`src/rtl/cst_queue.sv`:
```
`timescale 1ns / 1ps
`default_nettype none
module cst_queue #(
   parameter int WIDTH = 8,
   parameter int DEPTH = 4
) (
   input  wire logic                       clock,
   input  wire logic                       reset,
   input  wire logic                       push,
   input  wire logic [WIDTH-1:0]           data_in,
   input  wire logic                       pop,
   output logic [WIDTH-1:0]                data_out,
   output logic                            empty,
   output logic                            full,
   output logic [$clog2(DEPTH+1)-1:0]      count
);

   localparam int PTR_W = $clog2(DEPTH);
   localparam int CNT_W = $clog2(DEPTH+1);

   logic [WIDTH-1:0] mem_ff [DEPTH];
   logic [PTR_W-1:0] wr_ff, wr_in, rd_ff, rd_in;
   logic [CNT_W-1:0] cnt_ff, cnt_in;
   logic             do_push, do_pop;

   // handshake qualification
   assign do_push = push && (cnt_ff != CNT_W'(DEPTH));
   assign do_pop  = pop && (cnt_ff != '0);

   // pointer and fill count update
   always_comb begin
      wr_in  = wr_ff;
      rd_in  = rd_ff;
      cnt_in = cnt_ff;
      if (do_push) begin
         wr_in = (wr_ff == PTR_W'(DEPTH-1)) ? '0 : wr_ff + 1'b1;
      end
      if (do_pop) begin
         rd_in = (rd_ff == PTR_W'(DEPTH-1)) ? '0 : rd_ff + 1'b1;
      end
      if (do_push && !do_pop) begin
         cnt_in = cnt_ff + 1'b1;
      end else if (do_pop && !do_push) begin
         cnt_in = cnt_ff - 1'b1;
      end
   end

   always_ff @(posedge clock) begin
      if (reset) begin
         wr_ff  <= '0;
         rd_ff  <= '0;
         cnt_ff <= '0;
      end else begin
         wr_ff  <= wr_in;
         rd_ff  <= rd_in;
         cnt_ff <= cnt_in;
      end
   end

   // storage
   always_ff @(posedge clock) begin
      if (do_push) begin
         mem_ff[wr_ff] <= data_in;
      end
   end

   assign data_out = mem_ff[rd_ff];
   assign empty    = (cnt_ff == '0);
   assign full     = (cnt_ff == CNT_W'(DEPTH));
   assign count    = cnt_ff;

   a_count_bound: assert property (@(posedge clock) disable iff (reset)
      cnt_ff <= CNT_W'(DEPTH))
      else $error("queue fill count beyond depth");

   a_count_step: assert property (@(posedge clock) disable iff (reset)
      (push && !full && !(pop && !empty)) |=> (cnt_ff == $past(cnt_ff) + 1'b1))
      else $error("queue count missed a push");

endmodule
`default_nettype wire

```
`config.mk`:
```
export PLATFORM = sky130hd
export DESIGN_NAME = cst_queue
export DESIGN_NICKNAME = d
export VERILOG_FILES = /design/src/rtl/cst_queue.sv
export SDC_FILE = /design/constraint.sdc
export NUM_CORES = 1
export LEC_CHECK = 0
export ABC_AREA = 0
export BUFFER_PORTS_ARGS = -buffer_cell sky130_fd_sc_hd__buf_4
export CORE_ASPECT_RATIO = 0.6
export CORE_MARGIN = 2
export CORE_UTILIZATION = 45
export CTS_CLUSTER_SIZE = 12
export DETAILED_ROUTE_END_ITERATION = 8
export PLACE_DENSITY = 0.72
export SETUP_SLACK_MARGIN = 0.4
export SLEW_MARGIN = 15
export SYNTH_ARGS = -nofsm -noshare
export SYNTH_HDL_FRONTEND = slang
export SYNTH_SLANG_ARGS = --single-unit
export TNS_END_PERCENT = 30
```
`constraint.sdc`:
```
create_clock -name clock -period 2.09 [get_ports clock]
set_input_delay 0.3135 -clock clock [delete_from_list [all_inputs] [get_ports clock]]
set_output_delay 0.3135 -clock clock [all_outputs]
set_load 0.005 [all_outputs]
```
==> flow_metrics.py <==
metrics = {
    "sta": {
        "slew_viol_final": 0,
        "timing.final.ws_setup_ns": 0.0859,
        "finalHoldViolCount": 0,
        "finalCritPeriodShare": 0.959,
        "min_period_ns": 2.00,
        "max_freq_mhz": 499,
        "relSlewSlack": 0.810,
        "hold_ws_ns": 0.226,
        "finalSetupViolCount": 0,
        "rsz0062_at_grt": "yes",
        "fin_setup_tns_ns": 0,
        "clock_skew_ns": 0.00368,
        "worst_pin_slew_ns": 0.282,
    },
    "detailed_routing": {
        "firstDrtPassIters": 4,
        "drt-total-wl_um": 3090,
        "drc_errors": 0,
        "ant_nets": 0,
        "wl_per_cell_um": 17.4,
        "vias": 895,
        "first_iter_violations": 28,
        "viasPerCell": 5.06,
    },
    "floorplanning": {
        "num_rows": 16,
        "core_area_um2": 3380,
        "fp.dieW_um": 82.1,
        "die_area_um2": 4170,
        "start_util": 0.486,
        "fp.dieH_um": 50.8,
        "io_pins": 25,
    },
    "synth": {
        "yosysTopAreaCellShare": 0.584,
        "syn_area_per_cell_um2": 17.9,
        "syn_inst": 92,
        "yosys.area.top_type": "edfxtp_1",
        "ys_seq_area_frac": 0.694,
        "syn-num-nets": 111,
        "ys_warn_count": 0,
        "synth_area_leaders": "edfxtp_1, dfxtp_1, mux4_2",
        "syn_area_um2": 1650,
        "ys_types": 26,
        "synth_seq_cells": 41,
    },
    "worst_hold_path": {
        "holdCritStartpoint": "data_in[5]",
        "min_path_cells": 1,
        "hold_class": "input port to flip-flop",
        "whs_endpoint": "mem_ff[3][5]",
    },
    "placement": {
        "dp_slack_ns": 0.0237,
        "port_buffers": 24,
        "post-dp-hpwl_um": 2080,
        "gp_congestion": 0.859,
    },
    "clock_tree": {
        "tritoncts": "done",
        "cts_buffers": 5,
        "postCtsHoldBufs": 0,
        "clkLatencyLatePin_ns": 0.29,
        "cts-root-buf": "clkbuf_8",
        "htreeDepth": 2,
        "clk_pin_slew_ns": 0.07,
        "cts.path.max_buffers": 2,
        "clock_sinks": 41,
    },
    "grt": {
        "grt_pass1_vias": 962,
        "grt_pass1_wl_um": 4840,
        "antenna_found_initial": 0,
        "grt_max_degree": 13,
        "track_usage": 0.170,
        "overflow": 0,
    },
    "cells_and_area": {
        "areaGrowthSynthToFinish_pct": 29.6,
        "layout.nets": 150,
        "diodes": 0,
        "drive_gt1_frac": 0.530,
    },
    "setup_path": {
        "crit_slowest_cell": "dfxtp_4",
        "crit_path_end_kind": "flip-flop",
        "max_stage_delay_ns": 0.36,
        "timing.rr.start": "count[2]",
        "criticalPathCategory": "flip-flop to flip-flop",
        "r2r-end": "count[2]",
        "worst-path-max-fanout": 3,
        "required_ns": 2.30,
        "reg2reg_depth": 9,
        "startpoint_type": "flip-flop",
        "worstPathCellList": "or3b_4 -> clkinv_4 -> nor2_4 -> ha_4 -> inv_2 -> fa_2 -> xor2_1 -> or3_4 -> a21oi_2",
        "r2r_slack_ns": 0.09,
        "crit_arrival_ns": 2.22,
    },
    "pwr": {
        "ir_drop_mv": 0.553,
        "p_leak_nw": 0.808,
        "power.density_nw_per_um2": 1180,
    },
    "run_status": {
        "run_status": "complete, no violations",
    },
    "job": {
        "cap_viol_max_count": 0,
    },
}
-- layout by cell type (no fill, tap or decap), drive strengths merged, types with 3 or more instances in the layout --
cell    instances
buf            36
edfxtp         32
dfxtp           9
mux4            8
clkbuf          7
ha              6
and3            4
inv             4
nor2            4
a21oi           3
-- cell usage after synthesis --
master	count
inv_1	4
o21ai_1	1
xor2_1	2
a21oi_1	3
clkbuf_1	1
ha_1	6
buf_6	1
and3_2	4
or3_2	1
o21ai_0	1
mux2i_1	2
clkinv_4	1
mux4_2	8
nand3_1	2
nand2_1	1
fa_1	1
or3b_1	1
nor2_2	1
nor2_1	3
edfxtp_1	32
buf_2	1
dfxtp_1	9
o31ai_2	2
buf_1	1
or3_1	1
nor3_1	2
-- per-stage QoR --
stage	instances	utilization	total power [mW]	area, µm²
finish	177	0.630	2.53	2130
detailed placement	160	0.566	1.77	1910
CTS	175	0.621	2.49	2100
floorplan	92	-	1.49	1680
global placement	160	0.566	1.73	1910
global route	177	0.630	2.67	2130
-- repair_timing --
item,4_1_cts,5_1_grt
buffers inserted,7,2
setup endpoints to repair,10,11
gates resized for setup,6,3
hold endpoints to repair,0,0
pin swaps,5,1
-- final cells by class --
| class | count | area (µm²) |
|---|---|---|
| clock inverter | 1 | 30.0 |
| tap | 45 | 56.3 |
| fill | 237 | 1250 |
| sequential | 41 | 1150 |
| timing repair buffer | 36 | 285 |
| multi-input combinational | 42 | 495 |
| clock buffer | 7 | 86.3 |
| inverter | 5 | 23.8 |
-- sequential cells by signal, summed over array words and instances, names as in the netlist, named ones only --
name	flops
mem_ff	32
rd_ff	2
wr_ff	2
count	3
-- report_power, final --
part | internal, mW | switching (mW)
Sequential | 1.01 | 0.0753
Clock | 0.389 | 0.252
Combinational | 0.472 | 0.330
Total | 1.87 | 0.657
-- worst max-delay path, delay by kind of cell (launching register included) --
family                     cells  cell delay, ns
buffers and inverters          2            0.10
and+or+nand+nor                3            0.71
AOI/OAI and AO/OA              1            0.13
DFF                            1            0.36
xor gates and xnor gates       1            0.16
adders and majority gates      2            0.48
-- logic make-up (layout without fill, tap and decap cells) --
kind of cell | after synthesis | after routing | share of synthesized area
compound gates | 7 | 7 | 0.0304
xor+xnor | 2 | 2 | 0.0106
fa+ha+maj | 7 | 7 | 0.0578
buf+inv | 9 | 49 | 0.0289
flops | 41 | 41 | 0.694
mux | 10 | 10 | 0.122
simple gates | 16 | 16 | 0.0570
-- how the worst max path moves through the flow --
| stage | from | to | depth (start not counted) |
|---|---|---|---|
| 6_report | count[2] | count[2] | 9 |
| 5_1_grt | count[2] | count[2] | 9 |
| 4_1_cts | count[2] | count[2] | 9 |
| 3_5_place_dp | count[2] | count[2] | 9 |
| 3_3_place_gp | count[2] | count[2] | 9 |
| 2_1_floorplan | count[2] | count[2] | 10 |
-- metal layers --
layer | global-route usage | up-vias | share of wire
li1 | - | 426 | -
met5 | 0 | - | 0
met4 | 0.0639 | 0 | 0.0068
met3 | 0.0618 | 3 | 0.052
met2 | 0.270 | 18 | 0.50
met1 | 0.217 | 448 | 0.44
Power figures use the tool's default switching activity.
