$ cat config.mk
export PLATFORM = sky130hd
export DESIGN_NAME = cst_front
export DESIGN_NICKNAME = d
export VERILOG_FILES = /design/src/rtl/cst_pkg.sv /design/src/rtl/cst_front.sv
export SDC_FILE = /design/constraint.sdc
export NUM_CORES = 2
export LEC_CHECK = 0
export BUFFER_PORTS_ARGS = -buffer_cell sky130_fd_sc_hd__buf_2
export CAP_MARGIN = 20
export CORE_MARGIN = 10
export CORE_UTILIZATION = 50
export CTS_BUF_LIST = sky130_fd_sc_hd__clkbuf_8
export CTS_CLUSTER_DIAMETER = 60
export CTS_CLUSTER_SIZE = 28
export DETAILED_ROUTE_END_ITERATION = 8
export HOLD_SLACK_MARGIN = 0.12
export PLACE_DENSITY = 0.68
export SLEW_MARGIN = 10
export SYNTH_ARGS = -nofsm -noshare
export SYNTH_HDL_FRONTEND = slang
export SYNTH_SLANG_ARGS = --single-unit
$ cat constraint.sdc
create_clock -name clock -period 8.22 [get_ports clock]
set_clock_uncertainty 0.05 [all_clocks]
set_input_delay 1.233 -clock clock [delete_from_list [all_inputs] [get_ports clock]]
set_output_delay 1.233 -clock clock [all_outputs]
set_load 0.05 [all_outputs]
$ cat src/rtl/cst_pkg.sv
`timescale 1ns / 1ps
`default_nettype none
package cst_pkg;

   // field and datapath widths
   localparam int COORD_W       = 16;
   localparam int DIFF_W        = 17;
   localparam int PROD_W        = 34;
   localparam int DET_W         = 35;
   localparam int DEN_W         = 36;
   localparam int DMAT_W        = 24;
   localparam int DB_W          = 42;
   localparam int ACC_W         = 62;
   localparam int MAG_W         = 61;
   localparam int QUO_W         = 49;
   localparam int STIFF_W       = 48;
   localparam int IDX_W         = 3;
   localparam int MAT_FRAC_BITS = 16;
   localparam int CSR_IDX_W     = 2;

   // queue depths
   localparam int FQ_DEPTH = 4;
   localparam int OQ_DEPTH = 2;

   // register indexes
   localparam logic [CSR_IDX_W-1:0] CSR_MATERIAL_DIAG     = 2'd0;
   localparam logic [CSR_IDX_W-1:0] CSR_MATERIAL_COUPLING = 2'd1;
   localparam logic [CSR_IDX_W-1:0] CSR_MATERIAL_SHEAR    = 2'd2;

   // register reset values
   localparam logic signed [DMAT_W-1:0] DIAG_RESET     = 24'sd65536;
   localparam logic signed [DMAT_W-1:0] COUPLING_RESET = 24'sd0;
   localparam logic signed [DMAT_W-1:0] SHEAR_RESET    = 24'sd32768;

   localparam logic [IDX_W-1:0] LAST_IDX = 3'd5;

   // quotient limits and saturation values
   localparam logic [QUO_W-1:0]   QUO_CAP     = 49'h1_0000_0000_0000;
   localparam logic [QUO_W-1:0]   QUO_NEG_MAG = 49'h0_8000_0000_0000;
   localparam logic [QUO_W-1:0]   QUO_POS_MAX = 49'h0_7FFF_FFFF_FFFF;
   localparam logic [STIFF_W-1:0] STIFF_MAX   = 48'h7FFF_FFFF_FFFF;
   localparam logic [STIFF_W-1:0] STIFF_MIN   = 48'h8000_0000_0000;

   typedef struct packed {
      logic signed [DIFF_W-1:0] x10;
      logic signed [DIFF_W-1:0] x20;
      logic signed [DIFF_W-1:0] x21;
      logic signed [DIFF_W-1:0] y10;
      logic signed [DIFF_W-1:0] y20;
      logic signed [DIFF_W-1:0] y21;
   } diff_type;

   typedef struct packed {
      diff_type         d;
      logic [DEN_W-1:0] den;
      logic             degen;
   } tri_type;

   typedef struct packed {
      logic [IDX_W-1:0]          row;
      logic [IDX_W-1:0]          col;
      logic signed [STIFF_W-1:0] stiff;
      logic                      degen;
      logic                      last;
   } rsp_type;

   typedef struct packed {
      logic             start;
      logic [MAG_W-1:0] mag;
      logic [DEN_W-1:0] den;
   } div_req_type;

   typedef struct packed {
      logic             busy;
      logic             done;
      logic [QUO_W-1:0] quo;
   } div_rsp_type;

   typedef enum logic [2:0] {
      ST_LOAD,
      ST_MUL,
      ST_DIV_GO,
      ST_DIV_WAIT,
      ST_EMIT
   } back_state_type;

   typedef enum logic [2:0] {
      MS_DB0_A,
      MS_DB0_B,
      MS_DB1_A,
      MS_DB1_B,
      MS_DB2,
      MS_NUM_A,
      MS_NUM_B,
      MS_NUM_C
   } mul_step_type;

endpackage
`default_nettype wire

$ cat src/rtl/cst_front.sv
`timescale 1ns / 1ps
`default_nettype none
module cst_front
   import cst_pkg::*;
(
   input  wire logic                        clock,
   input  wire logic                        reset,
   input  wire logic signed [COORD_W-1:0]   node0_x,
   input  wire logic signed [COORD_W-1:0]   node0_y,
   input  wire logic signed [COORD_W-1:0]   node1_x,
   input  wire logic signed [COORD_W-1:0]   node1_y,
   input  wire logic signed [COORD_W-1:0]   node2_x,
   input  wire logic signed [COORD_W-1:0]   node2_y,
   input  wire logic                        push,
   output logic                             full,
   input  wire logic [$clog2(FQ_DEPTH+1)-1:0] q_count,
   output logic                             q_push,
   output tri_type                          q_data
);

   localparam int CNT_W = $clog2(FQ_DEPTH+1);

   logic                     v1_ff, v2_ff, v3_ff;
   diff_type                 d1_ff, d2_ff, d1_in;
   logic signed [PROD_W-1:0] pa_ff, pb_ff;
   tri_type                  t3_ff, t3_in;
   logic signed [DET_W-1:0]  det;
   logic [DET_W-1:0]         det_mag;
   logic [CNT_W:0]           credit;
   logic                     accept;

   // room is reserved for every transaction still in the pipeline
   assign credit = (CNT_W+1)'(q_count) + (CNT_W+1)'(v1_ff) + (CNT_W+1)'(v2_ff)
                 + (CNT_W+1)'(v3_ff);
   assign full   = (credit >= (CNT_W+1)'(FQ_DEPTH));
   assign accept = push && !full;

   // corner differences
   always_comb begin
      d1_in.x10 = DIFF_W'(node1_x) - DIFF_W'(node0_x);
      d1_in.x20 = DIFF_W'(node2_x) - DIFF_W'(node0_x);
      d1_in.x21 = DIFF_W'(node2_x) - DIFF_W'(node1_x);
      d1_in.y10 = DIFF_W'(node1_y) - DIFF_W'(node0_y);
      d1_in.y20 = DIFF_W'(node2_y) - DIFF_W'(node0_y);
      d1_in.y21 = DIFF_W'(node2_y) - DIFF_W'(node1_y);
   end

   // twice the signed area, its magnitude and the zero-area flag
   assign det     = DET_W'(pa_ff) - DET_W'(pb_ff);
   assign det_mag = det[DET_W-1] ? DET_W'(-det) : DET_W'(det);

   always_comb begin
      t3_in.d     = d2_ff;
      t3_in.den   = {det_mag, 1'b0};
      t3_in.degen = (det == '0);
   end

   always_ff @(posedge clock) begin
      if (reset) begin
         v1_ff <= 1'b0;
         v2_ff <= 1'b0;
         v3_ff <= 1'b0;
      end else begin
         v1_ff <= accept;
         v2_ff <= v1_ff;
         v3_ff <= v2_ff;
      end
   end

   always_ff @(posedge clock) begin
      d1_ff <= d1_in;
      d2_ff <= d1_ff;
      pa_ff <= d1_ff.x10 * d1_ff.y20;
      pb_ff <= d1_ff.x20 * d1_ff.y10;
      t3_ff <= t3_in;
   end

   assign q_push = v3_ff;
   assign q_data = t3_ff;

endmodule
`default_nettype wire

==> run_results.csv <==
group,metric,value,unit
drt,routed_wl,94.0,mm
yosys,syn_inst,3935,
yosys,synth_top_family_by_area,"adder cells",
layout,nets,5146,
layout,finalInstanceArea,40900,µm²
grt,grt-ovfl-total,0,
grt,gr-usage-met2,0.357,
setup_path,r2r-start,"d1_ff[77]",
layout,syn_to_final_growth,8.98,%
yosys,synth_cell_type_count,84,
clock_tree,post_cts_resized,0,
min_path,min_from,"d2_ff[3]",
sta,timing.final.crit_share,0.846,
clock_tree,htree_num_levels,2,
clock_tree,cts-root-buf,"clkbuf_8",
drt,route.detailed.drc,0,
setup_path,worst_ep_required_time,8.74,ns
layout,n_fill_cell,6745,
floorplan,rows,100,
floorplan,dieArea,86500,µm²
setup_path,path_class,"flop to flop",
yosys,synth_area_leaders,"fa_1 (32%), dfxtp_1 (22%), ha_1 (10%)",
grt,grt_pass1_wl,154,mm
clock_tree,post_cts_buffers,0,
setup_path,cp-end-kind,"flop",
sta,hold_violations,0,
layout,layout-drive-gt1-share,0.0891,
clock_tree,numCtsBuffers,44,
yosys,synth-simple-area-share,0.141,
sta,whs,0.256,ns
setup_path,path_max_fanout,18,
sta,setup_viol,0,
grt,grt_max_degree,29,
grt,gr-usage-met3,0.0541,
yosys,synth-async-reset-ratio,0,
placed_design,dp_slack,1.41,ns
clock_tree,clk_pin_slew,0.13,ns
run_status,status,"complete, no violations",
grt,busiest_layer,"met2",
drt,ant_nets,0,
yosys,synth_xor_area_frac,0.0420,
yosys,yosysSeqAreaShare,0.220,
yosys,synth_compound_area_frac,0.0838,
yosys,yosys_warnings,0,
sta,max_slew.worst_pin.slew,1.08,ns
clock_tree,clk_latency,0.73,ns
sta,fin_ws,1.27,ns
yosys,syn_area,37600,µm²
sta,drv_slew,0,
grt,grtUsageMet1,0.290,
yosys,synth_nets,4939,
setup_path,critPathLaunchType,"flop",
floorplan,coreArea,74400,µm²
drt,avgViaCountPerCell,5.19,
yosys,ys_ff_latch,413,
yosys,yosys.area_share.adder,0.420,
sta,setup_tns,0,ns
clock_tree,hold_buffers,0,
floorplan,fp.dieW,294,µm
yosys,synth.avg_cell_area,9.55,µm²
setup_path,cp-startpoint,"d1_ff[77]",
yosys,synth_mux_area_frac,0,
layout,multiInputGateArea,25800,µm²
sta,fin_crit,6.95,ns
grt,grt_usage,0.225,
clock_tree,cts_tree,"done",
placed_design,dpl_cell_area,39700,µm²
drt,drtIter0Drc,1636,
floorplan,initial_core_util,0.505,
yosys,synth_flop_cell,"dfxtp_1",
sta,relSlewSlack,0.279,
drt,dr.pass1.iters,5,
min_path,hold_path_class,"flop to flop",
placed_design,portBuffers,241,
drt,num_vias,26694,
grt,grt_pass1_vias,28874,
floorplan,ios,243,
sta,clock.fmax,144,MHz
yosys,synth_edf_count,0,
placed_design,place_hpwl,77.2,mm
grt,antenna_found_initial,9,
drt,routedWlPerCell,18.3,µm
flow_run,drv_cap,0,
placed_design,gp_congestion,0.873,
clock_tree,cts_num_sinks,413,
layout,seq_area,8270,µm²
clock_tree,cts_buffer_depth,3,
yosys,yosysTopAreaCellShare,0.320,
floorplan,die_h,294,µm
setup_path,arrival,7.47,ns
yosys,synth_area_leader_cell,"fa_1",
sta,rsz0062_at_grt,"no",
## final cells by class
| class | instances | share of cell area |
|---|---|---|
| diodes | 1 | 0.0000611 |
| well taps | 969 | 0.0296 |
| clock inverters | 37 | 0.0147 |
| clock buffers | 44 | 0.0148 |
| inverters | 823 | 0.0755 |
| repair buffers | 259 | 0.0328 |
| flip-flops and latches | 413 | 0.202 |
| multi-input cells | 2601 | 0.631 |
## cells by family after synthesis
kind of cell / count (synthesis)
simple gates: 1049
buf+inv: 921
fa+ha+maj: 902
compound gates: 469
flops: 413
xor+xnor: 180
other cells: 1
## sequential cells by signal, summed over array words and instances, names as in the netlist
name / flops
d1_ff: 102
pb_ff: 34
v2_ff: 1
v1_ff: 1
q_push: 1
pa_ff: 34
d2_ff: 102
q_data: 138
## critical path: stages (launching register included)
cell	delay (ns)
dfxtp_1	0.88
nand2_1	0.20
fa_1	0.54
fa_1	0.49
fa_1	0.54
inv_1	0.05
fa_1	0.46
fa_1	0.52
inv_1	0.05
fa_1	0.47
inv_1	0.04
ha_1	0.38
a21oi_1	0.30
a21oi_1	0.13
a2111oi_0	0.40
o21ai_0	0.13
o21ai_0	0.24
o211ai_1	0.27
a211oi_1	0.29
o21bai_1	0.11
a21oi_1	0.18
xnor2_1	0.08
## metal layers
layer  up-vias  share of wire
met1     13181           0.43
met5         -        0.00072
met3       172          0.076
met2       744           0.45
met4        10          0.047
li1      12587              -
## cell usage in the layout (no fill, tap or decap), types with 12 or more instances in the layout
cell type,synthesis,layout
buf_2,10,241
or3_1,27,27
o21a_1,23,23
and3_1,24,24
a21oi_1,120,120
a31oi_1,16,16
nor2b_1,28,28
inv_1,823,827
xnor2_1,148,148
nor2_1,140,140
o21ai_0,92,92
nand2b_1,34,34
o31ai_1,16,16
fa_1,600,600
and2_1,297,297
buf_4,5,18
a211oi_1,18,18
dfxtp_1,413,413
nand2_1,365,365
a21boi_0,28,28
xor2_1,32,32
o211ai_1,12,12
clkbuf_8,0,44
nand3_1,35,35
ha_1,302,302
a21o_1,47,47
nand4_1,16,16
nor3_1,41,41
## worst paths after layout
kind	end	slack, ns	depth (start not counted)
worst max-delay path	pb_ff[33]	1.27	21
worst min-delay path	q_data[40]	0.26	0
worst max register to register	pb_ff[33]	1.27	21
worst min register to register	q_data[40]	0.26	0
## Yosys cell counts (24+ instances only)
library cell	number
ha_1	302
a21o_1	47
nand2_1	365
nand2b_1	34
a21oi_1	120
fa_1	600
clkbuf_1	83
o21ai_0	92
inv_1	823
xor2_1	32
dfxtp_1	413
nor2b_1	28
and3_1	24
a21boi_0	28
nor3_1	41
nand3_1	35
or3_1	27
xnor2_1	148
and2_1	297
nor2_1	140
## per-stage QoR
step | instances | utilization
global route | 5147 | 0.550
floorplan | 3935 | -
global placement | 5065 | 0.534
CTS | 5146 | 0.550
finish | 5147 | 0.550
detailed placement | 5065 | 0.534
Power is left out: the tool's default activity adds up to more than one toggle a clock period on the data nets, which glitch-free logic cannot reach.
