==> src/rtl/cst_pkg.sv <==
`timescale 1ns / 1ps
`default_nettype none
package cst_pkg;

   // field and datapath widths
   localparam int COORD_W       = 16;
   localparam int DIFF_W        = 17;
   localparam int PROD_W        = 34;
   localparam int DET_W         = 35;
   localparam int DEN_W         = 36;
   localparam int DMAT_W        = 24;
   localparam int DB_W          = 42;
   localparam int ACC_W         = 62;
   localparam int MAG_W         = 61;
   localparam int QUO_W         = 49;
   localparam int STIFF_W       = 48;
   localparam int IDX_W         = 3;
   localparam int MAT_FRAC_BITS = 16;
   localparam int CSR_IDX_W     = 2;

   // queue depths
   localparam int FQ_DEPTH = 4;
   localparam int OQ_DEPTH = 2;

   // register indexes
   localparam logic [CSR_IDX_W-1:0] CSR_MATERIAL_DIAG     = 2'd0;
   localparam logic [CSR_IDX_W-1:0] CSR_MATERIAL_COUPLING = 2'd1;
   localparam logic [CSR_IDX_W-1:0] CSR_MATERIAL_SHEAR    = 2'd2;

   // register reset values
   localparam logic signed [DMAT_W-1:0] DIAG_RESET     = 24'sd65536;
   localparam logic signed [DMAT_W-1:0] COUPLING_RESET = 24'sd0;
   localparam logic signed [DMAT_W-1:0] SHEAR_RESET    = 24'sd32768;

   localparam logic [IDX_W-1:0] LAST_IDX = 3'd5;

   // quotient limits and saturation values
   localparam logic [QUO_W-1:0]   QUO_CAP     = 49'h1_0000_0000_0000;
   localparam logic [QUO_W-1:0]   QUO_NEG_MAG = 49'h0_8000_0000_0000;
   localparam logic [QUO_W-1:0]   QUO_POS_MAX = 49'h0_7FFF_FFFF_FFFF;
   localparam logic [STIFF_W-1:0] STIFF_MAX   = 48'h7FFF_FFFF_FFFF;
   localparam logic [STIFF_W-1:0] STIFF_MIN   = 48'h8000_0000_0000;

   typedef struct packed {
      logic signed [DIFF_W-1:0] x10;
      logic signed [DIFF_W-1:0] x20;
      logic signed [DIFF_W-1:0] x21;
      logic signed [DIFF_W-1:0] y10;
      logic signed [DIFF_W-1:0] y20;
      logic signed [DIFF_W-1:0] y21;
   } diff_type;

   typedef struct packed {
      diff_type         d;
      logic [DEN_W-1:0] den;
      logic             degen;
   } tri_type;

   typedef struct packed {
      logic [IDX_W-1:0]          row;
      logic [IDX_W-1:0]          col;
      logic signed [STIFF_W-1:0] stiff;
      logic                      degen;
      logic                      last;
   } rsp_type;

   typedef struct packed {
      logic             start;
      logic [MAG_W-1:0] mag;
      logic [DEN_W-1:0] den;
   } div_req_type;

   typedef struct packed {
      logic             busy;
      logic             done;
      logic [QUO_W-1:0] quo;
   } div_rsp_type;

   typedef enum logic [2:0] {
      ST_LOAD,
      ST_MUL,
      ST_DIV_GO,
      ST_DIV_WAIT,
      ST_EMIT
   } back_state_type;

   typedef enum logic [2:0] {
      MS_DB0_A,
      MS_DB0_B,
      MS_DB1_A,
      MS_DB1_B,
      MS_DB2,
      MS_NUM_A,
      MS_NUM_B,
      MS_NUM_C
   } mul_step_type;

endpackage
`default_nettype wire

==> src/rtl/cst_back.sv <==
`timescale 1ns / 1ps
`default_nettype none
module cst_back
   import cst_pkg::*;
(
   input  wire logic                      clock,
   input  wire logic                      reset,
   input  wire logic signed [DMAT_W-1:0]  mat_diag,
   input  wire logic signed [DMAT_W-1:0]  mat_coupling,
   input  wire logic signed [DMAT_W-1:0]  mat_shear,
   input  wire logic                      item_valid,
   input  wire tri_type                   item,
   output logic                           item_pop,
   output div_req_type                    div_req,
   input  wire div_rsp_type               div_rsp,
   input  wire logic                      out_full,
   output logic                           out_push,
   output rsp_type                        out_data
);

   back_state_type            state_ff, state_in;
   mul_step_type              step_ff, step_in;
   tri_type                   item_ff;
   logic [IDX_W-1:0]          row_ff, col_ff;
   logic signed [ACC_W-1:0]   acc_ff, acc_sum, prod_t;
   logic signed [DB_W-1:0]    db0_ff, db1_ff, db2_ff;
   logic                      neg_ff;
   logic signed [STIFF_W-1:0] stiff_ff, sat;
   logic signed [DIFF_W-1:0]  bj0, bj1, bj2, bi0, bi1, bi2;
   logic signed [DB_W-1:0]    mul_a;
   logic signed [DMAT_W-1:0]  mul_b;
   logic signed [DB_W+DMAT_W-1:0] prod;
   logic                      load_item, mul_en, take_quo, advance, last_entry;
   logic [QUO_W-1:0]          neg_q;

   // one entry of the strain-displacement matrix
   function automatic logic signed [DIFF_W-1:0] b_elem(input diff_type d,
                                                      input logic [1:0] k,
                                                      input logic [IDX_W-1:0] c);
      logic signed [DIFF_W-1:0] v;
      v = '0;
      unique case (k)
         2'd0: begin
            unique case (c)
               3'd0:    v = -d.y21;
               3'd2:    v = d.y20;
               3'd4:    v = -d.y10;
               default: v = '0;
            endcase
         end
         2'd1: begin
            unique case (c)
               3'd1:    v = d.x21;
               3'd3:    v = -d.x20;
               3'd5:    v = d.x10;
               default: v = '0;
            endcase
         end
         2'd2: begin
            unique case (c)
               3'd0:    v = d.x21;
               3'd1:    v = -d.y21;
               3'd2:    v = -d.x20;
               3'd3:    v = d.y20;
               3'd4:    v = d.x10;
               3'd5:    v = -d.y10;
               default: v = '0;
            endcase
         end
         default: v = '0;
      endcase
      return v;
   endfunction

   assign bj0 = b_elem(item_ff.d, 2'd0, col_ff);
   assign bj1 = b_elem(item_ff.d, 2'd1, col_ff);
   assign bj2 = b_elem(item_ff.d, 2'd2, col_ff);
   assign bi0 = b_elem(item_ff.d, 2'd0, row_ff);
   assign bi1 = b_elem(item_ff.d, 2'd1, row_ff);
   assign bi2 = b_elem(item_ff.d, 2'd2, row_ff);

   // shared multiplier: D times B column, then B row times that
   always_comb begin
      unique case (step_ff)
         MS_DB0_A: begin mul_a = DB_W'(bj0); mul_b = mat_diag;     end
         MS_DB0_B: begin mul_a = DB_W'(bj1); mul_b = mat_coupling; end
         MS_DB1_A: begin mul_a = DB_W'(bj0); mul_b = mat_coupling; end
         MS_DB1_B: begin mul_a = DB_W'(bj1); mul_b = mat_diag;     end
         MS_DB2:   begin mul_a = DB_W'(bj2); mul_b = mat_shear;    end
         MS_NUM_A: begin mul_a = db0_ff;     mul_b = DMAT_W'(bi0); end
         MS_NUM_B: begin mul_a = db1_ff;     mul_b = DMAT_W'(bi1); end
         MS_NUM_C: begin mul_a = db2_ff;     mul_b = DMAT_W'(bi2); end
         default:  begin mul_a = '0;         mul_b = '0;           end
      endcase
   end

   assign prod    = mul_a * mul_b;
   assign prod_t  = prod[ACC_W-1:0];
   assign acc_sum = acc_ff + prod_t;

   assign last_entry = (row_ff == LAST_IDX) && (col_ff == LAST_IDX);

   // divider request
   always_comb begin
      div_req.start = (state_ff == ST_DIV_GO);
      div_req.mag   = acc_ff[ACC_W-1] ? MAG_W'(-acc_ff) : MAG_W'(acc_ff);
      div_req.den   = item_ff.den;
   end

   // sign and saturation of the quotient
   assign neg_q = QUO_W'(0) - div_rsp.quo;
   always_comb begin
      if (neg_ff) begin
         sat = (div_rsp.quo > QUO_NEG_MAG) ? STIFF_MIN : neg_q[STIFF_W-1:0];
      end else begin
         sat = (div_rsp.quo > QUO_POS_MAX) ? STIFF_MAX : div_rsp.quo[STIFF_W-1:0];
      end
   end

   // sequencer
   always_comb begin
      state_in  = state_ff;
      step_in   = step_ff;
      load_item = 1'b0;
      mul_en    = 1'b0;
      take_quo  = 1'b0;
      advance   = 1'b0;
      item_pop  = 1'b0;
      out_push  = 1'b0;
      unique case (state_ff)
         ST_LOAD: begin
            if (item_valid) begin
               load_item = 1'b1;
               item_pop  = 1'b1;
               step_in   = MS_DB0_A;
               state_in  = item.degen ? ST_EMIT : ST_MUL;
            end
         end
         ST_MUL: begin
            mul_en = 1'b1;
            unique case (step_ff)
               MS_DB0_A: step_in = MS_DB0_B;
               MS_DB0_B: step_in = MS_DB1_A;
               MS_DB1_A: step_in = MS_DB1_B;
               MS_DB1_B: step_in = MS_DB2;
               MS_DB2:   step_in = MS_NUM_A;
               MS_NUM_A: step_in = MS_NUM_B;
               MS_NUM_B: step_in = MS_NUM_C;
               MS_NUM_C: begin
                  step_in  = MS_DB0_A;
                  state_in = ST_DIV_GO;
               end
               default:  step_in = MS_DB0_A;
            endcase
         end
         ST_DIV_GO: begin
            state_in = ST_DIV_WAIT;
         end
         ST_DIV_WAIT: begin
            if (div_rsp.done) begin
               take_quo = 1'b1;
               state_in = ST_EMIT;
            end
         end
         ST_EMIT: begin
            if (!out_full) begin
               out_push = 1'b1;
               if (last_entry) begin
                  state_in = ST_LOAD;
               end else begin
                  advance  = 1'b1;
                  state_in = item_ff.degen ? ST_EMIT : ST_MUL;
               end
            end
         end
         default: state_in = ST_LOAD;
      endcase
   end

   always_ff @(posedge clock) begin
      if (reset) begin
         state_ff <= ST_LOAD;
         step_ff  <= MS_DB0_A;
      end else begin
         state_ff <= state_in;
         step_ff  <= step_in;
      end
   end

   // datapath registers
   always_ff @(posedge clock) begin
      if (load_item) begin
         item_ff <= item;
         row_ff  <= '0;
         col_ff  <= '0;
      end else if (advance) begin
         if (col_ff == LAST_IDX) begin
            col_ff <= '0;
            row_ff <= row_ff + 1'b1;
         end else begin
            col_ff <= col_ff + 1'b1;
         end
      end
      if (mul_en) begin
         unique case (step_ff)
            MS_DB0_A: acc_ff <= prod_t;
            MS_DB0_B: db0_ff <= acc_sum[DB_W-1:0];
            MS_DB1_A: acc_ff <= prod_t;
            MS_DB1_B: db1_ff <= acc_sum[DB_W-1:0];
            MS_DB2:   db2_ff <= prod_t[DB_W-1:0];
            MS_NUM_A: acc_ff <= prod_t;
            MS_NUM_B: acc_ff <= acc_sum;
            MS_NUM_C: acc_ff <= acc_sum;
            default:  acc_ff <= acc_ff;
         endcase
      end
      if (div_req.start) begin
         neg_ff <= acc_ff[ACC_W-1];
      end
      if (take_quo) begin
         stiff_ff <= sat;
      end
   end

   // result transaction
   always_comb begin
      out_data.row   = row_ff;
      out_data.col   = col_ff;
      out_data.stiff = item_ff.degen ? '0 : stiff_ff;
      out_data.degen = item_ff.degen;
      out_data.last  = last_entry;
   end

   a_wait_busy: assert property (@(posedge clock) disable iff (reset)
      (state_ff == ST_DIV_WAIT) |-> div_rsp.busy)
      else $error("waiting on an idle divider");

   a_pop_on_load: assert property (@(posedge clock) disable iff (reset)
      item_pop |=> (row_ff == '0) && (col_ff == '0))
      else $error("new triangle did not restart at the first entry");

endmodule
`default_nettype wire

==> config.mk <==
export PLATFORM = sky130hd
export DESIGN_NAME = cst_back
export DESIGN_NICKNAME = d
export VERILOG_FILES = /design/src/rtl/cst_pkg.sv /design/src/rtl/cst_back.sv
export SDC_FILE = /design/constraint.sdc
export NUM_CORES = 2
export LEC_CHECK = 0
export ABC_CLOCK_PERIOD_IN_PS = 20000
export BUFFER_PORTS_ARGS = -buffer_cell sky130_fd_sc_hd__buf_2
export CORE_MARGIN = 2
export CORE_UTILIZATION = 60
export CTS_CLUSTER_SIZE = 10
export DETAILED_ROUTE_END_ITERATION = 8
export PLACE_DENSITY = 0.79
export RECOVER_POWER = 25
export SLEW_MARGIN = 30
export SYNTH_ARGS = -nofsm -noshare
export SYNTH_HDL_FRONTEND = slang
export SYNTH_SLANG_ARGS = --single-unit
export TNS_END_PERCENT = 5
==> constraint.sdc <==
create_clock -name clock -period 20 [get_ports clock]
set_clock_uncertainty 0.15 [all_clocks]
set_input_delay 1 -clock clock [delete_from_list [all_inputs] [get_ports clock]]
set_output_delay 1 -clock clock [all_outputs]
set_load 0.01 [all_outputs]
==> impl_metrics.ini <==
[run_status]
status = finished with violations
violations = design-rule violations, max-capacitance violations, max-slew violations

[routing]
firstDrtPassIters = 9
vias = 48672
drc = 8
detail-route-antenna-nets = 0
drtIter0Drc = 5804
viasPerCell = 6.25
totalWireLength_mm = 189
post_drt_wl_per_cell_um = 24.3

[sta]
tns_ns = 0
setup_viol = 0
period_share_pct = 74.6
final_max_slew_viol_count = 179
hold_viol = 0
min_period_ns = 14.91
clock.fmax_ghz = 0.0671
max_slew_margin_pct = -142
rsz0062_at_grt = no
worst_pin_slew_ns = 3.62

[critical_path]
worstPathArrival_ns = 15.11
end_kind = flop
crit_path_start_kind = flop
worst-r2r-cell-count = 43
cpPeakStageDelay_ns = 0.83
reg2reg_slack_ns = 5.09
crit_required_ns = 20.19
critPathMostFrequentCell = fa_1
crit_fanout = 40
criticalPathCategory = reg -> reg
crit_slowest_cell = nand3_1

[clock_network]
clock_path_buffers = 3
ctsHoldBuffers = 0
numCtsBuffers = 46
cts_setup_buffers = 0
cts_sinks = 388
htree_levels = 2
clk_latency_ns = 0.60
clockRootBuffer = clkbuf_16
clk_pin_slew_ns = 0.06
cts_tree = yes
cts_resized = 0

[final_layout]
layout_commonest_cell = nand2_1
nNetsFinal = 7959
multi_input_area_um2 = 41100
mostFrequentLayoutCells = nand2_1 (1104), inv_1 (1055), fa_1 (963)
nFillCells = 7542
drive_gt1_share_pct = 10.8
seq_area_um2 = 11500
syn_to_final_growth_pct = 8.28

[synth]
synth_ff_type = edfxtp_1
ys_warn_count = 0
synth_nets = 7762
syn_area_um2 = 57700
syn_avg_cell_area_um2 = 9.17
ys_async_sr_fraction_pct = 0
synth_edf_count = 376
synth_top_area_share_pct = 33.4
ys_ff_latch = 388
synth_area_leaders = fa_1 (33%), edfxtp_1 (20%), nand2_1 (7.2%)
syn_inst = 6295
synth-seq-area-share_pct = 20.0
synth.distinct_cells = 83
yosysTopAreaCell = fa_1

[global_route]
overflow = 0
grt_pass1_vias = 49806
antenna_found_initial = 14
grt_usage_pct = 38.9
grt_pass1_wl_mm = 290
grt_max_degree = 85

[floorplan]
die_w_um = 314
start_util_pct = 60.7
rows = 113
die-area_um2 = 98700
core-area_um2 = 95200
die_height_um = 314
ios = 422

[flow_run]
max_cap_viol_count = 3

[worst_hold_path]
hold_depth = 2
worstHoldPathType = reg -> reg

[placed_design]
io_buffer_count = 420
gp_congestion = 1.02
dp_hpwl_mm = 141
[path summary, 6_finish.rpt]
path / from / to
setup / recovery: step_ff[2] / acc_ff[55]
hold / removal: step_ff[2] / step_ff[2]
setup reg to reg: step_ff[2] / acc_ff[55]
hold reg to reg: step_ff[2] / step_ff[2]
[metal layers]
layer | vias up | wire length (µm) | GRT usage (%)
met5 | - | 167 | 0.629
li1 | 20694 | - | -
met3 | 642 | 27200 | 12.4
met2 | 3301 | 82300 | 57.6
met1 | 24023 | 70500 | 52.8
met4 | 12 | 9240 | 16.6
[final cells by class]
cell class | count | area share [%]
repair buffers | 532 | 4.68
flip-flops and latches | 388 | 18.5
clock inverters | 6 | 0.130
clock buffers | 67 | 2.03
inverters | 1055 | 6.34
diodes | 9 | 0.0360
multi-input cells | 4469 | 65.8
well taps | 1265 | 2.53
[cell usage after synthesis, types with 15 or more instances]
master / number
a221oi_1: 23
nor3b_1: 17
nor2_1: 320
and2_1: 147
a21o_1: 95
or3_1: 41
ha_1: 238
o21ai_0: 158
nand2_1: 1105
or4_1: 28
nor3_1: 71
o22ai_1: 17
nor4_1: 30
a222oi_1: 42
o41ai_1: 21
xnor2_1: 165
a21oi_1: 248
clkbuf_1: 322
nor2b_1: 77
inv_1: 1055
o311ai_0: 44
nand2b_1: 26
o31ai_1: 33
xor2_1: 64
fa_1: 963
buf_1: 21
o21bai_1: 35
a31oi_1: 30
buf_4: 39
o221ai_1: 15
mux2_2: 38
nand4_1: 34
mux2i_1: 49
edfxtp_1: 376
a22oi_1: 68
nand3_1: 35
[kinds of logic (layout without fill, tap and decap cells)]
logic type	count (synthesis)	in the layout	synth area share, %
xor+xnor	231	231	3.55
compound gates	961	961	11.3
mux	87	87	1.59
flops	388	388	20.0
simple gates	1989	1989	15.4
fa+ha+maj	1201	1201	38.6
buf+inv	1438	1660	9.61
other cells	0	9	0
[stage by stage]
step	cells	utilization, %	hold slack, ns	cell area (µm²)	worst slack (ns)
floorplan	6295	-	0.274	57700	7.29
global placement	7708	64.2	0.348	61100	5.62
detailed placement	7708	64.2	0.349	61100	5.52
CTS	7781	65.6	0.359	62500	5.37
global route	7786	65.7	0.385	62500	4.55
finish	7791	65.7	0.361	62500	5.09
[critical path: cells and delay by family (launching register included)]
kind	cells	cell delay, ns
AOI/OAI and AO/OA	15	5.05
adders and majority gates	9	4.53
buffers and inverters	9	1.41
DFF	1	0.34
muxes	1	0.29
and+or+nand+nor	9	2.86
[state kept, by name, indices dropped and copies added, names as in the netlist, 36 cells and up]
signal / flops
db1_ff: 42
db2_ff: 42
item_ff: 102
db0_ff: 42
stiff_ff: 48
acc_ff: 62
div_req: 36
Power is left out: the tool's default activity adds up to more than one toggle a clock period on the data nets, which glitch-free logic cannot reach.
