<file path="src/rtl/cst_pkg.sv">
`timescale 1ns / 1ps
`default_nettype none
package cst_pkg;

   // field and datapath widths
   localparam int COORD_W       = 16;
   localparam int DIFF_W        = 17;
   localparam int PROD_W        = 34;
   localparam int DET_W         = 35;
   localparam int DEN_W         = 36;
   localparam int DMAT_W        = 24;
   localparam int DB_W          = 42;
   localparam int ACC_W         = 62;
   localparam int MAG_W         = 61;
   localparam int QUO_W         = 49;
   localparam int STIFF_W       = 48;
   localparam int IDX_W         = 3;
   localparam int MAT_FRAC_BITS = 16;
   localparam int CSR_IDX_W     = 2;

   // queue depths
   localparam int FQ_DEPTH = 4;
   localparam int OQ_DEPTH = 2;

   // register indexes
   localparam logic [CSR_IDX_W-1:0] CSR_MATERIAL_DIAG     = 2'd0;
   localparam logic [CSR_IDX_W-1:0] CSR_MATERIAL_COUPLING = 2'd1;
   localparam logic [CSR_IDX_W-1:0] CSR_MATERIAL_SHEAR    = 2'd2;

   // register reset values
   localparam logic signed [DMAT_W-1:0] DIAG_RESET     = 24'sd65536;
   localparam logic signed [DMAT_W-1:0] COUPLING_RESET = 24'sd0;
   localparam logic signed [DMAT_W-1:0] SHEAR_RESET    = 24'sd32768;

   localparam logic [IDX_W-1:0] LAST_IDX = 3'd5;

   // quotient limits and saturation values
   localparam logic [QUO_W-1:0]   QUO_CAP     = 49'h1_0000_0000_0000;
   localparam logic [QUO_W-1:0]   QUO_NEG_MAG = 49'h0_8000_0000_0000;
   localparam logic [QUO_W-1:0]   QUO_POS_MAX = 49'h0_7FFF_FFFF_FFFF;
   localparam logic [STIFF_W-1:0] STIFF_MAX   = 48'h7FFF_FFFF_FFFF;
   localparam logic [STIFF_W-1:0] STIFF_MIN   = 48'h8000_0000_0000;

   typedef struct packed {
      logic signed [DIFF_W-1:0] x10;
      logic signed [DIFF_W-1:0] x20;
      logic signed [DIFF_W-1:0] x21;
      logic signed [DIFF_W-1:0] y10;
      logic signed [DIFF_W-1:0] y20;
      logic signed [DIFF_W-1:0] y21;
   } diff_type;

   typedef struct packed {
      diff_type         d;
      logic [DEN_W-1:0] den;
      logic             degen;
   } tri_type;

   typedef struct packed {
      logic [IDX_W-1:0]          row;
      logic [IDX_W-1:0]          col;
      logic signed [STIFF_W-1:0] stiff;
      logic                      degen;
      logic                      last;
   } rsp_type;

   typedef struct packed {
      logic             start;
      logic [MAG_W-1:0] mag;
      logic [DEN_W-1:0] den;
   } div_req_type;

   typedef struct packed {
      logic             busy;
      logic             done;
      logic [QUO_W-1:0] quo;
   } div_rsp_type;

   typedef enum logic [2:0] {
      ST_LOAD,
      ST_MUL,
      ST_DIV_GO,
      ST_DIV_WAIT,
      ST_EMIT
   } back_state_type;

   typedef enum logic [2:0] {
      MS_DB0_A,
      MS_DB0_B,
      MS_DB1_A,
      MS_DB1_B,
      MS_DB2,
      MS_NUM_A,
      MS_NUM_B,
      MS_NUM_C
   } mul_step_type;

endpackage
`default_nettype wire

</file>
<file path="src/rtl/cst_div.sv">
`timescale 1ns / 1ps
`default_nettype none
module cst_div
   import cst_pkg::*;
#(
   parameter int RESULT_FRAC_BITS = 16
) (
   input  wire logic  clock,
   input  wire logic  reset,
   input  wire div_req_type req,
   output div_rsp_type rsp
);

   localparam int NUM_W = MAG_W + RESULT_FRAC_BITS;
   localparam int DV_W  = DEN_W + MAT_FRAC_BITS;
   localparam int CNT_W = $clog2(QUO_W+1);

   logic [NUM_W-1:0] num;
   logic [DV_W-1:0]  dv, hi_ext;
   logic [DV_W-1:0]  rem_ff;
   logic [QUO_W-1:0] low_ff, quo_ff;
   logic             ovf_ff, busy_ff;
   logic [CNT_W-1:0] cnt_ff;
   logic [DV_W:0]    trial, trial_diff;
   logic             ge, rnd, done;
   logic [QUO_W:0]   rounded;

   // scaled dividend and divisor
   assign num    = NUM_W'(req.mag) << RESULT_FRAC_BITS;
   assign dv     = {req.den, {MAT_FRAC_BITS{1'b0}}};
   assign hi_ext = DV_W'(num[NUM_W-1:QUO_W]);

   // one restoring step
   assign trial      = {rem_ff, low_ff[QUO_W-1]};
   assign trial_diff = trial - {1'b0, dv};
   assign ge         = (trial >= {1'b0, dv});

   always_ff @(posedge clock) begin
      if (reset) begin
         busy_ff <= 1'b0;
         cnt_ff  <= '0;
      end else if (req.start) begin
         busy_ff <= 1'b1;
         cnt_ff  <= CNT_W'(QUO_W);
      end else if (busy_ff) begin
         if (cnt_ff == '0) begin
            busy_ff <= 1'b0;
         end else begin
            cnt_ff <= cnt_ff - 1'b1;
         end
      end
   end

   always_ff @(posedge clock) begin
      if (req.start) begin
         rem_ff <= hi_ext;
         low_ff <= num[QUO_W-1:0];
         quo_ff <= '0;
         ovf_ff <= (hi_ext >= dv);
      end else if (busy_ff && (cnt_ff != '0)) begin
         rem_ff <= ge ? trial_diff[DV_W-1:0] : trial[DV_W-1:0];
         low_ff <= {low_ff[QUO_W-2:0], 1'b0};
         quo_ff <= {quo_ff[QUO_W-2:0], ge};
      end
   end

   // round half away from zero on the magnitude, cap at the limit
   assign rnd     = ({rem_ff, 1'b0} >= {1'b0, dv});
   assign rounded = {1'b0, quo_ff} + (QUO_W+1)'(rnd);
   assign done    = busy_ff && (cnt_ff == '0);

   always_comb begin
      rsp.busy = busy_ff;
      rsp.done = done;
      if (ovf_ff || (rounded > (QUO_W+1)'(QUO_CAP))) begin
         rsp.quo = QUO_CAP;
      end else begin
         rsp.quo = rounded[QUO_W-1:0];
      end
   end

   a_done_busy: assert property (@(posedge clock) disable iff (reset)
      req.start |=> busy_ff && (cnt_ff == CNT_W'(QUO_W)))
      else $error("divider did not start");

endmodule
`default_nettype wire

</file>
<file path="config.mk">
export PLATFORM = sky130hd
export DESIGN_NAME = cst_div
export DESIGN_NICKNAME = d
export VERILOG_FILES = /design/src/rtl/cst_pkg.sv /design/src/rtl/cst_div.sv
export SDC_FILE = /design/constraint.sdc
export NUM_CORES = 1
export LEC_CHECK = 0
export ABC_CLOCK_PERIOD_IN_PS = 7300
export BUFFER_PORTS_ARGS = -buffer_cell sky130_fd_sc_hd__buf_2
export CAP_MARGIN = 20
export CORE_MARGIN = 2
export CORE_UTILIZATION = 60
export CTS_CLUSTER_DIAMETER = 200
export DETAILED_ROUTE_END_ITERATION = 7
export PLACE_DENSITY = 0.84
export SETUP_SLACK_MARGIN = 0.1
export SYNTH_ARGS = -nofsm -noshare
export SYNTH_HDL_FRONTEND = slang
export SYNTH_SLANG_ARGS = --single-unit
</file>
<file path="constraint.sdc">
create_clock -name clock -period 7.3 [get_ports clock]
set_input_delay 0.365 -clock clock [delete_from_list [all_inputs] [get_ports clock]]
set_output_delay 0.365 -clock clock [all_outputs]
set_load 0.02 [all_outputs]
</file>
==> results.cfg, run 1 <==
[logic_synthesis]
syn-cell-area_um2 = 9600
synth_edf_count = 62
ys_ff_latch = 142
seq_area_frac_synth_pct = 36.1
netlist_instances = 1146
postSynth.topFlopCell = sky130_fd_sc_hd__dfxtp_1
synth.net_count = 1298
synthDistinctLibCells = 64
postSynth.asyncResetShare_pct = 0
synth.yosys.warnings = 0
syn_area_per_cell_um2 = 8.38

[setup_path]
crit_path_cell_trace = ha_1 -> a21oi_1 -> o21ai_0 -> nor2_1 -> a21oi_1 -> nand2_1 -> o21a_1 -> nor2_1 -> a31oi_1 -> o21ai_0 -> ha_1 -> ha_1 -> nand2_1 -> nor3_4 -> and3_1 -> and4_1 -> nand4_1 -> xor2_1 -> nand2_2 -> nor2_1 -> buf_2
regToRegStartpoint = rem_ff[21]$_DFFE_PP_
r2r_setup_slk_ns = 3.76
worstSetupPathType = register to output pin
worstSetupStartpoint = rem_ff[33]$_SDFFE_PP0P_
critical_path_peak_fanout = 49
critPathArrivalTime_ns = 5.57
reg2reg_depth = 9
worst_r2r_endpoint = rem_ff[17]$_DFFE_PP_
cp_slowest_cell = sky130_fd_sc_hd__nand2_2
slowest_delay_ns = 0.46
critPathRequiredTime_ns = 6.93
start_kind = register
setup.worst_path.end_class = output pin
critical_path.endpoint = rsp[37]

[grt]
antenna_found_initial = 3
grt_overflow_total = 0
grt_first_pass_wirelength_mm = 37.1
grt_start_max_net_pins = 84
grt.total_usage_pct = 27.2
grt_pass1_vias = 7760

[pwr]
static-leakage-power_nw = 4.50
clock_power_share_pct = 37.2
p_switching_mw = 0.708
comb_power_share_pct = 22.8
power.ir.vdd_worst_mv = 0.198
power_density_nw_per_um2 = 214
power.share.sequential_pct = 40.0
switching_share_pct = 30.2
cell_internal_pwr_mw = 1.63

[clock_network]
postCtsResizedCells = 0
clkSinkCount = 142
clock_tree_from_tritoncts = built
ctsRootBufferMaster = sky130_fd_sc_hd__clkbuf_16
setup_bufs_post_cts = 0
cts_inserted_buffers = 17
clkTransAtPathRegs_ns = 0.06
clockBufferDepth = 2
insertion_delay_ns = 0.42
holdBufCountCts = 0
cts_max_level = 4

[route]
avg_vias_per_cell = 5.82
wirelength_mm = 23.1
antenna_viol_nets_final = 0
first_iter_violations = 674
wl_per_cell_um = 15.5
drt_first_pass_iters = 7
drc_errors = 0
via_count = 8663

[sta]
grt_setup_unrepaired = no
max_slew.worst_pin.slew_ns = 0.936
slew_headroom_pct = 37.6
finalHoldWorstSlack_ns = 0.200
min_period_over_period_pct = 81.3
fmax_mhz = 169
setup_viol = 0
clk_skew_ns = 0.0122
layout_min_cycle_time_ns = 5.93
drv_slew = 0
timing.final.hold_violations = 0
setup_tns_ns = 0

[cells_and_area]
syn_to_final_growth_pct = 14.0
fraction_of_final_layout_cells_sized_beyond_drive_strength_1_pct = 20.2
fin_util_pct = 69.4
layout_commonest_cell = sky130_fd_sc_hd__nand2_1
filler_cell_count = 1288
final_area_um2 = 10900
most-common-layout-cells = 158 x sky130_fd_sc_hd__nand2_1, 149 x sky130_fd_sc_hd__buf_2, 129 x sky130_fd_sc_hd__nor2_1
design.final.nets = 1409

[die]
die_h_um = 131
rows = 46
die-width_um = 131
initial_core_util_pct = 60.9
core_area_um2 = 15800
number_of_placed_i_o_pins = 151
floorplan.die_area_um2 = 17000

[placed_design]
dp.final_hpwl_mm = 16.6
place.gp.congestion = 0.954
area_of_placed_instances_um2 = 10400
portbufs = 150

[min_path]
holdCritPathClass = primary input to register

[run]
maxCapViolCount = 0

[outcome]
outcome = complete, no violations
==> power groups by stage <==
stage | logic [mW] | registers, mW | clock network [mW]
finish | 0.534 | 0.937 | 0.870
global route | 0.592 | 0.943 | 0.909
CTS | 0.529 | 0.936 | 0.880
detailed placement | 0.523 | 0.952 | 0
global placement | 0.511 | 0.950 | 0
floorplan | 0.416 | 0.941 | 0
==> registers in the layout (all words and copies together), names as in the netlist <==
name	cells
rem_ff	52
quo_ff	49
low_ff	33
cnt_ff	6
busy_ff	1
ovf_ff	1
==> kinds of logic (layout without fill, tap and decap cells) <==
logic type / count (synthesis) / count (layout) / synth area share (%)
simple gates: 459 / 459 / 22.5
compound gates: 229 / 229 / 14.5
flops: 142 / 142 / 36.1
buf+inv: 120 / 244 / 5.41
xor+xnor: 79 / 79 / 7.21
mux: 65 / 65 / 7.47
fa+ha+maj: 52 / 52 / 6.85
other cells: 0 / 2 / 0
==> Yosys cell counts, types with 14 or more instances <==
library cell / number / area (µm²)
sky130_fd_sc_hd__a211oi_1: 28 / 210
sky130_fd_sc_hd__xnor2_1: 38 / 333
sky130_fd_sc_hd__clkbuf_1: 43 / 161
sky130_fd_sc_hd__ha_1: 51 / 638
sky130_fd_sc_hd__nand3_1: 36 / 180
sky130_fd_sc_hd__nand4_1: 17 / 106
sky130_fd_sc_hd__o21ai_0: 29 / 145
sky130_fd_sc_hd__edfxtp_1: 62 / 1860
sky130_fd_sc_hd__nor4_1: 14 / 87.6
sky130_fd_sc_hd__nand2_1: 159 / 597
sky130_fd_sc_hd__nor3_1: 33 / 165
sky130_fd_sc_hd__dfxtp_1: 80 / 1600
sky130_fd_sc_hd__nor2_1: 129 / 484
sky130_fd_sc_hd__and3_1: 17 / 106
sky130_fd_sc_hd__mux2_2: 53 / 597
sky130_fd_sc_hd__xor2_1: 41 / 359
sky130_fd_sc_hd__a21oi_1: 110 / 551
sky130_fd_sc_hd__inv_1: 58 / 218
==> worst min path at each step <==
stage                                       from                endpoint  slack (ns)  depth (start not counted)
after floorplan                            reset      busy_ff$_SDFF_PP0_        0.44                          1
after global placement    quo_ff[0]$_SDFFE_PP0P_  quo_ff[1]$_SDFFE_PP0P_        0.46                          2
after detailed placement  quo_ff[1]$_SDFFE_PP0P_  quo_ff[2]$_SDFFE_PP0P_        0.47                          2
after CTS                                  reset  cnt_ff[0]$_SDFFE_PP0P_        0.19                          2
after global routing                       reset  cnt_ff[4]$_SDFFE_PP0P_        0.20                          2
final                                      reset  cnt_ff[5]$_SDFFE_PP0P_        0.20                          2
==> final cells by class <==
cell class	count	area, µm²	area share [%]
multi-input cells	884	5630	51.4
clock inverters	14	154	1.41
well taps	216	270	2.47
flip-flops and latches	142	3460	31.6
clock buffers	18	429	3.92
inverters	58	218	1.99
repair buffers	154	783	7.15
diodes	2	5.00	0.0457
==> layer usage <==
metal / vias up / routed length (µm) / GRT usage [%]
met4: 2 / 463 / 9.26
met1: 4061 / 10300 / 36.2
li1: 4253 / - / -
met5: - / 11 / 0
met3: 42 / 1650 / 6.03
met2: 305 / 10700 / 44.2
==> critical path, delay by kind of cell, from the launching register on <==
family,cells,cell delay [ns]
AOI/OAI and AO/OA,6,1.34
xor gates and xnor gates,1,0.18
adders and majority gates,3,0.85
buffers and inverters,1,0.19
DFF,1,0.33
and+or+nand+nor,10,2.23
==> stage by stage <==
stage / setup WS (ns) / cells / power [mW]
after floorplan: 2.68 / 1146 / 1.36
after global placement: 1.87 / 1454 / 1.46
after detailed placement: 1.73 / 1454 / 1.48
after CTS: 1.45 / 1486 / 2.34
after global routing: 0.990 / 1488 / 2.44
final: 1.37 / 1488 / 2.34
No activity file was read; power rests on OpenSTA's default activity.
==> run 2, diff against run 1 <==
--- a/config.mk
+++ b/config.mk
@@ -5,14 +5,14 @@
 export SDC_FILE = /design/constraint.sdc
 export NUM_CORES = 1
 export LEC_CHECK = 0
-export ABC_CLOCK_PERIOD_IN_PS = 7300
+export ABC_CLOCK_PERIOD_IN_PS = 6100
 export BUFFER_PORTS_ARGS = -buffer_cell sky130_fd_sc_hd__buf_2
 export CAP_MARGIN = 20
 export CORE_MARGIN = 2
-export CORE_UTILIZATION = 60
+export CORE_UTILIZATION = 58
 export CTS_CLUSTER_DIAMETER = 200
 export DETAILED_ROUTE_END_ITERATION = 7
-export PLACE_DENSITY = 0.84
+export PLACE_DENSITY = 0.81
 export SETUP_SLACK_MARGIN = 0.1
 export SYNTH_ARGS = -nofsm -noshare
 export SYNTH_HDL_FRONTEND = slang
==> constraint.sdc (replaced) <==
create_clock -name clock -period 6.1 [get_ports clock]
set_input_delay 0.305 -clock clock [delete_from_list [all_inputs] [get_ports clock]]
set_output_delay 0.305 -clock clock [all_outputs]
set_load 0.02 [all_outputs]
==> results.cfg, run 2 (same netlist as run 1, synthesis figures left out) <==
[setup_path]
worstSetupPathType = register to output pin
crit_path_cell_trace = ha_1 -> a21oi_2 -> o21ai_0 -> nor2_1 -> a21oi_1 -> nand2_1 -> o21a_1 -> nor2_1 -> a31oi_1 -> o21ai_1 -> ha_1 -> ha_1 -> nand2_1 -> nor3_4 -> and3_1 -> and4_1 -> nand4_1 -> xor2_2 -> buf_4 -> nand2_4 -> nor2_1 -> buf_2
start_kind = register
critPathRequiredTime_ns = 5.79
r2r_setup_slk_ns = 2.57
critPathArrivalTime_ns = 5.36
slowest_delay_ns = 0.41
setup.worst_path.end_class = output pin
cp_slowest_cell = sky130_fd_sc_hd__ha_1
critical_path_peak_fanout = 25

[clock_network]
holdBufCountCts = 0
cts_max_level = 4
cts_inserted_buffers = 17
clkSinkCount = 142
insertion_delay_ns = 0.43
ctsRootBufferMaster = sky130_fd_sc_hd__clkbuf_16
clkTransAtPathRegs_ns = 0.07
clock_tree_from_tritoncts = built
clockBufferDepth = 2

[cells_and_area]
fin_util_pct = 67.0
most-common-layout-cells = 158 x sky130_fd_sc_hd__nand2_1, 149 x sky130_fd_sc_hd__buf_2, 129 x sky130_fd_sc_hd__nor2_1
final_area_um2 = 11000
fraction_of_final_layout_cells_sized_beyond_drive_strength_1_pct = 20.6
layoutNonFillerInstCount = 1493
max_ffs_per_register = 52
largest-register = rem_ff
num_antenna_cells = 0
syn_to_final_growth_pct = 14.5
layout_commonest_cell = sky130_fd_sc_hd__nand2_1
design.final.nets = 1412
registers_with_the_most_flip_flops = rem_ff x52, quo_ff x49, low_ff x33

[placed_design]
dp.final_hpwl_mm = 16.4
area_of_placed_instances_um2 = 10400
place.gp.congestion = 0.962
dpl_worst_slack_ns = 0.609
portbufs = 150
placedCellCount = 1458

[route]
drc_errors = 0
wirelength_mm = 23.0
antenna_viol_nets_final = 0
first_iter_violations = 700
avg_vias_per_cell = 5.72
wl_per_cell_um = 15.4
via_count = 8533
drt_first_pass_iters = 7

[grt]
grt_overflow_total = 0
antenna_found_initial = 2
grt_start_max_net_pins = 88
grt_first_pass_wirelength_mm = 37.1
grt.total_usage_pct = 25.7
grt_pass1_vias = 7763

[sta]
clk_skew_ns = 0.0137
postLayoutSetupSlackWorst_ns = 0.434
setup_tns_ns = 0
min_period_over_period_pct = 92.9
max_slew.worst_pin.slew_ns = 0.976
slew_headroom_pct = 35.0
layout_min_cycle_time_ns = 5.67
finalHoldWorstSlack_ns = 0.143
fmax_mhz = 176
grt_setup_unrepaired = no
timing.final.hold_violations = 0
setup_viol = 0
drv_slew = 0

[min_path]
holdCritPathClass = primary input to register

[die]
initial_core_util_pct = 58.5
floorplan.die_area_um2 = 17600
rows = 47
die_h_um = 133
die-width_um = 133
core_area_um2 = 16400
number_of_placed_i_o_pins = 151

[pwr]
p_switching_mw = 0.905
power_density_nw_per_um2 = 255
power.share.sequential_pct = 40.0
totalPowerFinal_mw = 2.80
cell_internal_pwr_mw = 1.89
clock_power_share_pct = 37.1
power.ir.vdd_worst_mv = 0.217
switching_share_pct = 32.3
comb_power_share_pct = 22.9
static-leakage-power_nw = 4.52

[run]
maxCapViolCount = 0

[outcome]
outcome = complete, no violations
[run 2: metal layers]
layer | global-route usage (%) | share of wire [%] | up-vias
li1 | - | - | 4266
met1 | 34.1 | 46 | 3955
met2 | 41.9 | 46 | 279
met3 | 6.02 | 6.4 | 31
met4 | 7.65 | 1.5 | 2
met5 | 0 | 0.039 | -
[run 2: final timing paths]
| path | from | to | depth (start not counted) |
|---|---|---|---|
| worst max register to register | rem_ff[21]$_DFFE_PP_ | rem_ff[27]$_DFFE_PP_ | 10 |
| worst min-delay path | reset | cnt_ff[0]$_SDFFE_PP0P_ | 2 |
| worst min register to register | quo_ff[0]$_SDFFE_PP0P_ | quo_ff[0]$_SDFFE_PP0P_ | 2 |
| worst max-delay path | rem_ff[29]$_SDFFE_PP0P_ | rsp[4] | 22 |
[run 2: final cells by class]
class	instances	area (µm²)
multi-input combinational	885	5650
fill	1354	5410
sequential	142	3460
timing repair buffer	156	798
clock buffer	17	425
tap	220	275
inverter	58	218
clock inverter	15	166
[run 2: worst max-delay path, delay by kind of cell, from the launching register on]
kind,cells,cell delay (ns)
buffers and inverters,2,0.33
flip-flops,1,0.33
XOR/XNOR,1,0.24
AO/OA/AOI/OAI,6,1.24
adder cells (fa/ha/maj),3,0.87
AND/OR/NAND/NOR,10,1.91
[run 2: power groups by stage]
stage                     sequential (mW)  combinational, mW  clock (mW)
final                                1.12              0.640        1.04
after global routing                 1.13              0.713        1.08
after CTS                            1.12              0.634        1.05
after detailed placement             1.14              0.627           0
after global placement               1.14              0.613           0
after floorplan                      1.13              0.497           0
[run 2: timing repair]
action,CTS,global route
gates resized for setup,0,4
setup endpoints to repair,0,49
buffers inserted,0,2
